--- src/design/fpq_pkg.sv ---
// ----------------------------------------------------------------------------
// fpq_pkg
// Shared types and constants of the frame pacer with frame queue.
// ----------------------------------------------------------------------------
package fpq_pkg;

    localparam int QUEUE_DEPTH   = 16;
    localparam int FRAME_BYTES   = 32000;
    localparam int PALETTE_BYTES = 32;

    localparam int PTR_W = (QUEUE_DEPTH > 1) ? $clog2(QUEUE_DEPTH) : 1;
    localparam int CNT_W = $clog2(QUEUE_DEPTH + 1);
    localparam logic [PTR_W-1:0] PTR_LAST = PTR_W'(QUEUE_DEPTH - 1);
    localparam logic [CNT_W-1:0] CNT_FULL = CNT_W'(QUEUE_DEPTH);

    localparam int CMD_DEPTH = 4;
    localparam int CMD_AW    = $clog2(CMD_DEPTH);

    localparam logic [31:0] PACE_ONE = 32'd1000000;

    localparam logic [23:0] FRAME_STEP   = 24'(FRAME_BYTES);
    localparam logic [23:0] PALETTE_STEP = 24'(PALETTE_BYTES);

    localparam logic REQ_BATCH = 1'b0;
    localparam logic REQ_TICK  = 1'b1;

    localparam logic KIND_FRAME  = 1'b0;
    localparam logic KIND_STATUS = 1'b1;

    localparam logic [1:0] BS_QUEUED  = 2'd0;
    localparam logic [1:0] BS_END     = 2'd1;
    localparam logic [1:0] BS_BAD     = 2'd2;
    localparam logic [1:0] BS_DROPPED = 2'd3;

    localparam logic [2:0] CFG_BUFFER0_BASE = 3'd0;
    localparam logic [2:0] CFG_BUFFER1_BASE = 3'd1;
    localparam logic [2:0] CFG_START_VALUE  = 3'd2;
    localparam logic [2:0] CFG_MAX_FRAMES   = 3'd3;
    localparam logic [2:0] CFG_END_CODE     = 3'd4;
    localparam logic [2:0] CFG_HIGH_RES     = 3'd5;
    localparam logic [2:0] CFG_STE_MACHINE  = 3'd6;

    localparam logic [26:0] START_VALUE_RST = 27'd2500000;

    typedef struct packed {
        logic       req_type;
        logic [7:0] frames_status;
    } t_in;

    typedef struct packed {
        logic        result_kind;
        logic [23:0] video_base;
        logic        write_low_byte;
        logic [23:0] palette_addr;
        logic        load_palette;
        logic [1:0]  batch_status;
        logic [4:0]  queue_level;
    } t_out;

    typedef struct packed {
        logic [23:0] buffer0_base;
        logic [23:0] buffer1_base;
        logic [26:0] start_value;
        logic [4:0]  max_frames;
        logic [7:0]  end_code;
        logic        high_res;
        logic        ste_machine;
    } t_cfg;

    typedef struct packed {
        logic        load;
        logic [26:0] value;
    } t_pace_load;

    typedef enum logic [1:0] {
        CLS_TICK = 2'd0,
        CLS_END  = 2'd1,
        CLS_BAD  = 2'd2,
        CLS_OK   = 2'd3
    } t_cls;

    typedef struct packed {
        t_cls        cls;
        logic [4:0]  count;
        logic [23:0] offset;
    } t_cmd;

    typedef struct packed {
        logic [23:0] screen;
        logic [23:0] palette;
    } t_entry;

endpackage

--- src/design/fpq_front.sv ---
// ----------------------------------------------------------------------------
// fpq_front
// Accepts input words, classifies them and prepares the palette offset.
// ----------------------------------------------------------------------------
module fpq_front (
    input  logic          i_valid,
    output logic          o_ready,
    input  fpq_pkg::t_in  i_data,
    input  fpq_pkg::t_cfg i_cfg,
    input  logic          i_full,
    output logic          o_push,
    output fpq_pkg::t_cmd o_cmd
);

    logic [31:0] w_offset;

    assign o_ready  = ~i_full;
    assign o_push   = i_valid & ~i_full;
    assign w_offset = 32'(i_data.frames_status[4:0]) * 32'(fpq_pkg::FRAME_BYTES);

    always_comb begin
        o_cmd.count  = i_data.frames_status[4:0];
        o_cmd.offset = w_offset[23:0];
        if (i_data.req_type == fpq_pkg::REQ_TICK) begin
            o_cmd.cls = fpq_pkg::CLS_TICK;
        end else if (i_data.frames_status == i_cfg.end_code) begin
            o_cmd.cls = fpq_pkg::CLS_END;
        end else if (i_data.frames_status == 8'd0 ||
                     i_data.frames_status > 8'(i_cfg.max_frames)) begin
            o_cmd.cls = fpq_pkg::CLS_BAD;
        end else begin
            o_cmd.cls = fpq_pkg::CLS_OK;
        end
    end

endmodule

--- src/design/fpq_cmd_fifo.sv ---
// ----------------------------------------------------------------------------
// fpq_cmd_fifo
// Short command queue between the front and the back.
// ----------------------------------------------------------------------------
module fpq_cmd_fifo (
    input  logic          i_clk,
    input  logic          i_rst_n,
    input  logic          i_push,
    input  fpq_pkg::t_cmd i_cmd,
    output logic          o_full,
    input  logic          i_pop,
    output logic          o_empty,
    output fpq_pkg::t_cmd o_cmd
);

    fpq_pkg::t_cmd r_buf [fpq_pkg::CMD_DEPTH];
    logic [fpq_pkg::CMD_AW-1:0] r_wp, n_wp;
    logic [fpq_pkg::CMD_AW-1:0] r_rp, n_rp;
    logic [fpq_pkg::CMD_AW:0]   r_cnt, n_cnt;

    assign o_full  = (r_cnt == (fpq_pkg::CMD_AW+1)'(fpq_pkg::CMD_DEPTH));
    assign o_empty = (r_cnt == '0);
    assign o_cmd   = r_buf[r_rp];

    always_comb begin
        n_wp  = r_wp;
        n_rp  = r_rp;
        n_cnt = r_cnt;
        if (i_push) begin
            n_wp = r_wp + 1'b1;
        end
        if (i_pop) begin
            n_rp = r_rp + 1'b1;
        end
        if (i_push && !i_pop) begin
            n_cnt = r_cnt + 1'b1;
        end else if (!i_push && i_pop) begin
            n_cnt = r_cnt - 1'b1;
        end
    end

    always_ff @(posedge i_clk) begin
        if (!i_rst_n) begin
            r_wp  <= '0;
            r_rp  <= '0;
            r_cnt <= '0;
        end else begin
            r_wp  <= n_wp;
            r_rp  <= n_rp;
            r_cnt <= n_cnt;
        end
    end

    always_ff @(posedge i_clk) begin
        if (i_push) begin
            r_buf[r_wp] <= i_cmd;
        end
    end

endmodule

--- src/design/fpq_back.sv ---
// ----------------------------------------------------------------------------
// fpq_back
// Executes commands: frame queue fill, pace counter, frame pop, result register.
// ----------------------------------------------------------------------------
module fpq_back (
    input  logic                i_clk,
    input  logic                i_rst_n,
    input  fpq_pkg::t_cfg       i_cfg,
    input  fpq_pkg::t_pace_load i_pace_load,
    input  logic                i_empty,
    input  fpq_pkg::t_cmd       i_cmd,
    output logic                o_pop,
    output logic                o_valid,
    input  logic                i_ready,
    output fpq_pkg::t_out       o_data
);

    typedef enum logic [3:0] {
        S_IDLE = 4'b0001,
        S_PUSH = 4'b0010,
        S_READ = 4'b0100,
        S_EMIT = 4'b1000
    } t_state;

    t_state r_state, n_state;

    logic [fpq_pkg::PTR_W-1:0] r_head, n_head;
    logic [fpq_pkg::PTR_W-1:0] r_tail, n_tail;
    logic [fpq_pkg::CNT_W-1:0] r_qcount, n_qcount;
    logic [31:0]               r_pace, n_pace;
    logic                      r_bsel, n_bsel;
    logic [23:0]               r_screen, n_screen;
    logic [23:0]               r_pal, n_pal;
    logic [4:0]                r_left, n_left;
    fpq_pkg::t_out             r_res, n_res;
    fpq_pkg::t_out             r_out, n_out;
    logic                      r_out_valid, n_out_valid;

    fpq_pkg::t_entry r_mem [fpq_pkg::QUEUE_DEPTH];
    fpq_pkg::t_entry r_rd;
    logic            w_we;

    logic [31:0] w_diff;
    logic [23:0] w_base;

    assign o_valid = r_out_valid;
    assign o_data  = r_out;
    assign o_pop   = (r_state == S_IDLE) && !i_empty;
    assign w_diff  = r_pace - fpq_pkg::PACE_ONE;
    assign w_base  = (~r_bsel) ? i_cfg.buffer1_base : i_cfg.buffer0_base;

    always_comb begin
        n_state     = r_state;
        n_head      = r_head;
        n_tail      = r_tail;
        n_qcount    = r_qcount;
        n_pace      = r_pace;
        n_bsel      = r_bsel;
        n_screen    = r_screen;
        n_pal       = r_pal;
        n_left      = r_left;
        n_res       = r_res;
        n_out       = r_out;
        n_out_valid = r_out_valid & ~i_ready;
        w_we        = 1'b0;

        unique case (r_state)
            S_IDLE: begin
                n_res = '0;
                n_res.result_kind = fpq_pkg::KIND_STATUS;
                if (!i_empty) begin
                    unique case (i_cmd.cls)
                        fpq_pkg::CLS_TICK: begin
                            if (r_qcount != '0) begin
                                n_pace = w_diff;
                                if (w_diff < fpq_pkg::PACE_ONE) begin
                                    n_state = S_READ;
                                end
                            end
                        end
                        fpq_pkg::CLS_END: begin
                            n_bsel = ~r_bsel;
                            n_res.batch_status = fpq_pkg::BS_END;
                            n_state = S_EMIT;
                        end
                        fpq_pkg::CLS_BAD: begin
                            n_bsel = ~r_bsel;
                            n_res.batch_status = fpq_pkg::BS_BAD;
                            n_state = S_EMIT;
                        end
                        fpq_pkg::CLS_OK: begin
                            n_bsel   = ~r_bsel;
                            n_screen = w_base;
                            n_pal    = w_base + i_cmd.offset;
                            n_left   = i_cmd.count;
                            n_state  = S_PUSH;
                        end
                        default: begin
                            n_state = S_IDLE;
                        end
                    endcase
                end
            end
            S_PUSH: begin
                if (r_qcount == fpq_pkg::CNT_FULL) begin
                    n_res.batch_status = fpq_pkg::BS_DROPPED;
                    n_state = S_EMIT;
                end else begin
                    w_we     = 1'b1;
                    n_tail   = (r_tail == fpq_pkg::PTR_LAST) ? '0 : r_tail + 1'b1;
                    n_qcount = r_qcount + 1'b1;
                    n_screen = r_screen + fpq_pkg::FRAME_STEP;
                    n_pal    = r_pal + fpq_pkg::PALETTE_STEP;
                    n_left   = r_left - 1'b1;
                    if (r_left == 5'd1) begin
                        n_res.batch_status = fpq_pkg::BS_QUEUED;
                        n_state = S_EMIT;
                    end
                end
            end
            S_READ: begin
                n_pace   = r_pace + 32'(i_cfg.start_value);
                n_head   = (r_head == fpq_pkg::PTR_LAST) ? '0 : r_head + 1'b1;
                n_qcount = r_qcount - 1'b1;
                if (r_rd.screen == '0 || r_rd.palette == '0) begin
                    n_state = S_IDLE;
                end else begin
                    n_res.result_kind    = fpq_pkg::KIND_FRAME;
                    n_res.video_base     = r_rd.screen;
                    n_res.write_low_byte = i_cfg.ste_machine;
                    n_res.palette_addr   = r_rd.palette;
                    n_res.load_palette   = ~i_cfg.high_res;
                    n_res.batch_status   = fpq_pkg::BS_QUEUED;
                    n_state = S_EMIT;
                end
            end
            S_EMIT: begin
                if (!r_out_valid || i_ready) begin
                    n_out             = r_res;
                    n_out.queue_level = 5'(r_qcount);
                    n_out_valid       = 1'b1;
                    n_state           = S_IDLE;
                end
            end
            default: begin
                n_state = S_IDLE;
            end
        endcase

        if (i_pace_load.load) begin
            n_pace = 32'(i_pace_load.value);
        end
    end

    always_ff @(posedge i_clk) begin
        if (!i_rst_n) begin
            r_state     <= S_IDLE;
            r_head      <= '0;
            r_tail      <= '0;
            r_qcount    <= '0;
            r_pace      <= 32'(fpq_pkg::START_VALUE_RST);
            r_bsel      <= 1'b1;
            r_out_valid <= 1'b0;
        end else begin
            r_state     <= n_state;
            r_head      <= n_head;
            r_tail      <= n_tail;
            r_qcount    <= n_qcount;
            r_pace      <= n_pace;
            r_bsel      <= n_bsel;
            r_out_valid <= n_out_valid;
        end
    end

    always_ff @(posedge i_clk) begin
        r_screen <= n_screen;
        r_pal    <= n_pal;
        r_left   <= n_left;
        r_res    <= n_res;
        r_out    <= n_out;
    end

    always_ff @(posedge i_clk) begin
        if (w_we) begin
            r_mem[r_tail] <= {r_screen, r_pal};
        end
        r_rd <= r_mem[r_head];
    end

endmodule

--- src/design/frame_pacer_with_queue_core.sv ---
// ----------------------------------------------------------------------------
// frame_pacer_with_queue_core
// Frame pacer: batches fill a frame queue, blank ticks pop it at a set pace.
// ----------------------------------------------------------------------------
// Input words pass the front classifier into a four-entry command queue, so
// the input side keeps accepting while the back end works, until that queue
// fills. The back end runs one command at a time. A blank tick with frames
// queued lowers the pace counter; when a pop is due it reads the frame queue
// and shows the frame or drops an entry with a zero address. A batch pushes
// its frames one by one through the single write port of the frame queue,
// stopping if it fills, then hands off its status; an end code or bad count
// pushes none. A result then waits in the output register until taken.
// ----------------------------------------------------------------------------
module frame_pacer_with_queue_core (
    input  logic          i_clk,
    input  logic          i_rst_n,
    input  logic          i_valid,
    output logic          o_ready,
    input  fpq_pkg::t_in  i_data,
    output logic          o_valid,
    input  logic          i_ready,
    output fpq_pkg::t_out o_data,
    input  logic          i_cfg_valid,
    output logic          o_cfg_ready,
    input  logic [2:0]    i_cfg_index,
    input  logic [26:0]   i_cfg_data
);

    fpq_pkg::t_cfg       r_cfg, n_cfg;
    fpq_pkg::t_pace_load w_pace_load;
    fpq_pkg::t_cmd       w_push_cmd;
    fpq_pkg::t_cmd       w_pop_cmd;
    logic                w_push;
    logic                w_full;
    logic                w_pop;
    logic                w_empty;
    logic                w_cfg_we;

    assign o_cfg_ready = 1'b1;
    assign w_cfg_we    = i_cfg_valid;

    assign w_pace_load.load  = w_cfg_we && (i_cfg_index == fpq_pkg::CFG_START_VALUE);
    assign w_pace_load.value = i_cfg_data;

    always_comb begin
        n_cfg = r_cfg;
        if (w_cfg_we) begin
            unique case (i_cfg_index)
                fpq_pkg::CFG_BUFFER0_BASE: n_cfg.buffer0_base = i_cfg_data[23:0];
                fpq_pkg::CFG_BUFFER1_BASE: n_cfg.buffer1_base = i_cfg_data[23:0];
                fpq_pkg::CFG_START_VALUE:  n_cfg.start_value  = i_cfg_data;
                fpq_pkg::CFG_MAX_FRAMES:   n_cfg.max_frames   = i_cfg_data[4:0];
                fpq_pkg::CFG_END_CODE:     n_cfg.end_code     = i_cfg_data[7:0];
                fpq_pkg::CFG_HIGH_RES:     n_cfg.high_res     = i_cfg_data[0];
                fpq_pkg::CFG_STE_MACHINE:  n_cfg.ste_machine  = i_cfg_data[0];
                default: begin
                    n_cfg = r_cfg;
                end
            endcase
        end
    end

    always_ff @(posedge i_clk) begin
        if (!i_rst_n) begin
            r_cfg.buffer0_base <= '0;
            r_cfg.buffer1_base <= '0;
            r_cfg.start_value  <= fpq_pkg::START_VALUE_RST;
            r_cfg.max_frames   <= 5'd1;
            r_cfg.end_code     <= 8'hff;
            r_cfg.high_res     <= 1'b0;
            r_cfg.ste_machine  <= 1'b0;
        end else begin
            r_cfg <= n_cfg;
        end
    end

    fpq_front u_front (
        .i_valid (i_valid),
        .o_ready (o_ready),
        .i_data  (i_data),
        .i_cfg   (r_cfg),
        .i_full  (w_full),
        .o_push  (w_push),
        .o_cmd   (w_push_cmd)
    );

    fpq_cmd_fifo u_cmd_fifo (
        .i_clk   (i_clk),
        .i_rst_n (i_rst_n),
        .i_push  (w_push),
        .i_cmd   (w_push_cmd),
        .o_full  (w_full),
        .i_pop   (w_pop),
        .o_empty (w_empty),
        .o_cmd   (w_pop_cmd)
    );

    fpq_back u_back (
        .i_clk       (i_clk),
        .i_rst_n     (i_rst_n),
        .i_cfg       (r_cfg),
        .i_pace_load (w_pace_load),
        .i_empty     (w_empty),
        .i_cmd       (w_pop_cmd),
        .o_pop       (w_pop),
        .o_valid     (o_valid),
        .i_ready     (i_ready),
        .o_data      (o_data)
    );

endmodule

--- config.mk ---
export PLATFORM = sky130hd
export DESIGN_NAME = frame_pacer_with_queue_core
export DESIGN_NICKNAME = d
export VERILOG_FILES = /design/src/design/fpq_pkg.sv /design/src/design/fpq_front.sv /design/src/design/fpq_cmd_fifo.sv /design/src/design/fpq_back.sv /design/src/design/frame_pacer_with_queue_core.sv
export SDC_FILE = /design/constraint.sdc
export NUM_CORES = 1
export LEC_CHECK = 0
export BUFFER_PORTS_ARGS = -buffer_cell sky130_fd_sc_hd__buf_2
export CAP_MARGIN = 10
export CORE_UTILIZATION = 47
export DETAILED_ROUTE_END_ITERATION = 10
export REMOVE_ABC_BUFFERS = 1
export SYNTH_ARGS = -nofsm -noshare
export SYNTH_HDL_FRONTEND = slang
export SYNTH_SLANG_ARGS = --single-unit
--- constraint.sdc ---
create_clock -name i_clk -period 6.5 [get_ports i_clk]
set_input_delay 0 -clock i_clk [delete_from_list [all_inputs] [get_ports i_clk]]
set_output_delay 0 -clock i_clk [all_outputs]
set_load 0.05 [all_outputs]
==> run summary <==
clk sinks: 1098
DR WL/cell: 23.6 µm
first-pass GRT wire length: 154 mm
cell family with most CP delay: compound AO/OA/AOI/OAI gates
Worst Setup Start Kind: register
fmax: 275 MHz
drc violations: 0
post-synthesis sequential area ratio: 68.8%
min Tclk post-route: 3.64 ns
GRT Total Usage: 21.1%
clk root buf: clkbuf_16
Die W: 312 µm
GR Util met3: 2.89%
Port Buffers: 103
hold slack: 0.111 ns
CTS max path bufs: 3
Yosys warning count: 0
Die Height: 312 µm
critical path's most frequent cell: o21ai_0
top_reg_cell synth: edfxtp_1
initial antenna violation count: 1
Multi-input gate area: 13400 µm²
outcome: finished, final reports clean
M1 GR Usage: 27.8%
DRT Pass-1 Iters: 5
critical path, cell by cell: mux4_2 > ha_1 > a21o_1 > a21oi_1 > o21ai_0 > a21oi_1 > o21ai_0 > a221o_1 > o21ai_0 > xor2_1 > o21ai_0
Synth cell types: 72
I/O pin count: 105
DR vias: 24500
Worst Skew: 0.0288 ns
Hold-fix buffers, CTS: 49
critical path arrival: 4.05 ns
RSZ-0062 raised after global routing: false
post-CTS setup buffers: 0
Core Footprint: 95000 µm²
grt peak-use layer: met2
largest net degree at the start of global routing: 114
vias in the first global route: 25200
final core occ: 53.9%
crit end category: register
Worst-Margin Slew: 1.07 ns
synthesized area per cell: 16.1 µm²
post-DP HPWL: 60.4 mm
die area: 97200 µm²
Worst Hold Class: input pin to register
# diodes: 0
Final nets: 3114
register area: 31100 µm²
Max Cap Viol: 0
Mapped Cells: 2803
peak supply drop: 250 µV
post-cts repair resize count: 0
CTS tree: done
buffers plus inverters on the worst setup path: 0
cts bufs inserted: 109
Worst-path clk slew: 0.06 ns
H-tree Lvls: 3
site row count: 113
critical path's slowest cell: dfxtp_1
total power: 17.2 mW
Congestion Overflow GR: 0
Yosys reg bits: 1098
Final setup viols: 0
Routability Congestion: 0.826
Initial Utilization: 47.5%
Leakage Power: 17.0 nW
non-filler cells, final: 4327
Largest stage delay, worst path: 0.82 ns
Worst Path Max Fanout: 17
worst skew pair latency: 0.69 ns
WS Path Type: register to register
endpoints failing hold: 0
fraction of layout cells with a size suffix above 1: 19.3%
area grow syn2layout: 13.5%
Mapped Area: 45100 µm²
Via density: 5.66
fin crit share: 56.0%
Slew Limit Fails: 0
Pwr Density: 335 nW/µm²
met2 Track Usage GR: 36.6%
Fillers: 7615
antenna viol nets, final: 0
Required @ worst endpoint: 6.91 ns
Worst slew margin: 28.7%
DRC marker count from the first detailed-route iteration: 1824
drt total wl: 102 mm
Async SR Flop Fraction: 0%
placed cell count: 4069
Post-synth EDFFs: 905
[sequential cells by signal (all words and copies together) (netlist names), 19 cells and up, named ones only]
| signal | count |
|---|---|
| r_cfg | 90 |
| u_back.o_data | 53 |
| u_back.r_mem | 688 |
| u_back.r_pace | 32 |
| u_back.r_pal | 19 |
| u_back.r_rd | 43 |
| u_back.r_res | 48 |
| u_back.r_screen | 24 |
| u_cmd_fifo.r_buf | 68 |
[cell families after synthesis]
group / share of synthesized area (%)
flops: 68.8
simple gates: 6.64
compound gates: 4.79
mux: 12.5
buf+inv: 1.82
xor+xnor: 2.31
fa+ha+maj: 3.15
other cells: 0.00831
[synthesized netlist by cell type, drive strengths merged, types with 3 or more instances]
library cell / n / share of area (%)
a211oi: 11 / 0.18
a21boi: 4 / 0.067
a21o: 16 / 0.27
a21oi: 174 / 1.9
a221oi: 3 / 0.058
a311oi: 4 / 0.078
a31oi: 7 / 0.097
and2: 56 / 0.78
and3: 10 / 0.14
and4: 5 / 0.097
buf: 44 / 0.48
clkbuf: 95 / 0.79
dfxtp: 193 / 8.6
edfxtp: 905 / 60
fa: 14 / 0.62
ha: 91 / 2.5
inv: 66 / 0.55
mux2: 13 / 0.32
mux2i: 25 / 0.55
mux4: 232 / 12
nand2: 270 / 2.2
nand2b: 8 / 0.11
nand3: 48 / 0.54
nand4: 12 / 0.17
nor2: 153 / 1.3
nor2b: 13 / 0.18
nor3: 25 / 0.29
nor4: 21 / 0.36
nor4b: 5 / 0.097
o2111ai: 3 / 0.058
o211ai: 15 / 0.28
o21a: 7 / 0.12
o21ai: 65 / 0.72
o21bai: 10 / 0.17
o221ai: 3 / 0.058
o22ai: 6 / 0.083
o311ai: 3 / 0.058
o31ai: 6 / 0.10
o41ai: 3 / 0.10
or2: 5 / 0.069
or3: 13 / 0.18
xnor2: 72 / 1.4
xor2: 47 / 0.91
[area by class of cell]
cell class	count	share of cell area, %
Clock buffer	141	5.68
Inverter	66	0.486
Sequential cell	1098	60.7
Timing Repair Buffer	190	2.61
Clock inverter	67	1.37
Multi-Input combinational cell	1500	26.1
Tap cell	1265	3.09
[power breakdown]
part	internal (mW)	leakage [nW]	switching, mW
Clock	3.64	1.76	2.66
Combinational	0.729	5.44	1.20
Sequential	8.45	9.84	0.494
[worst min-delay path, stage by stage]
cell	delay [ns]
dlygate4sd3_1	0.52
buf_2	0.12
nand2_1	0.05
a21oi_1	0.05
[cell usage in the layout (no fill, tap or decap), types with 13 or more instances in the layout]
cell             n
clkinv_1        18
mux2i_1         25
ha_1            91
dlygate4sd3_1   49
nor3_1          20
o211ai_1        14
nand2_1        270
fa_1            14
a21oi_1        174
edfxtp_1       905
o21ai_0         65
mux2_2          13
nor4_1          19
a21o_1          16
nor2_1         141
or3_1           13
and2_1          55
xor2_1          47
clkinv_2        25
buf_4           35
dfxtp_1        189
nand3_1         47
clkbuf_1        26
buf_2          103
mux4_2         232
clkbuf_16      109
xnor2_1         72
inv_1           64
[routing by layer]
layer	vias to the layer above	wire [µm]	part of all wire [%]
li1	11100	-	-
met1	12600	43100	42
met2	679	52000	51
met3	122	5100	5.0
met4	0	1940	1.9
met5	-	0	0
[final timing paths]
kind                            cells past startpoint                     endpoint                      startpoint  slack [ns]
worst max-delay path                               11   u_back.r_pal[21]$_DFFE_PP_                        register        2.86
worst max register to register                     11   u_back.r_pal[21]$_DFFE_PP_                        register        2.86
worst min register to register                      0  u_back.o_data[47]$_DFFE_PP_  u_back.r_res[47]$_SDFFCE_PN0P_        0.42
worst min-delay path                                4       r_cfg[40]$_SDFFE_PN0P_                  i_cfg_data[25]        0.11
[metrics by stage]
stage,cell area [µm²],setup WS (ns),setup TNS (ns)
CTS,51200,2.35,0
floorplan,44500,-1.93,-88.86
global placement,47100,2.40,0
finish,51200,2.86,0
detailed placement,47100,2.36,0
global route,51200,2.56,0
No activity file was read; power rests on OpenSTA's default activity.
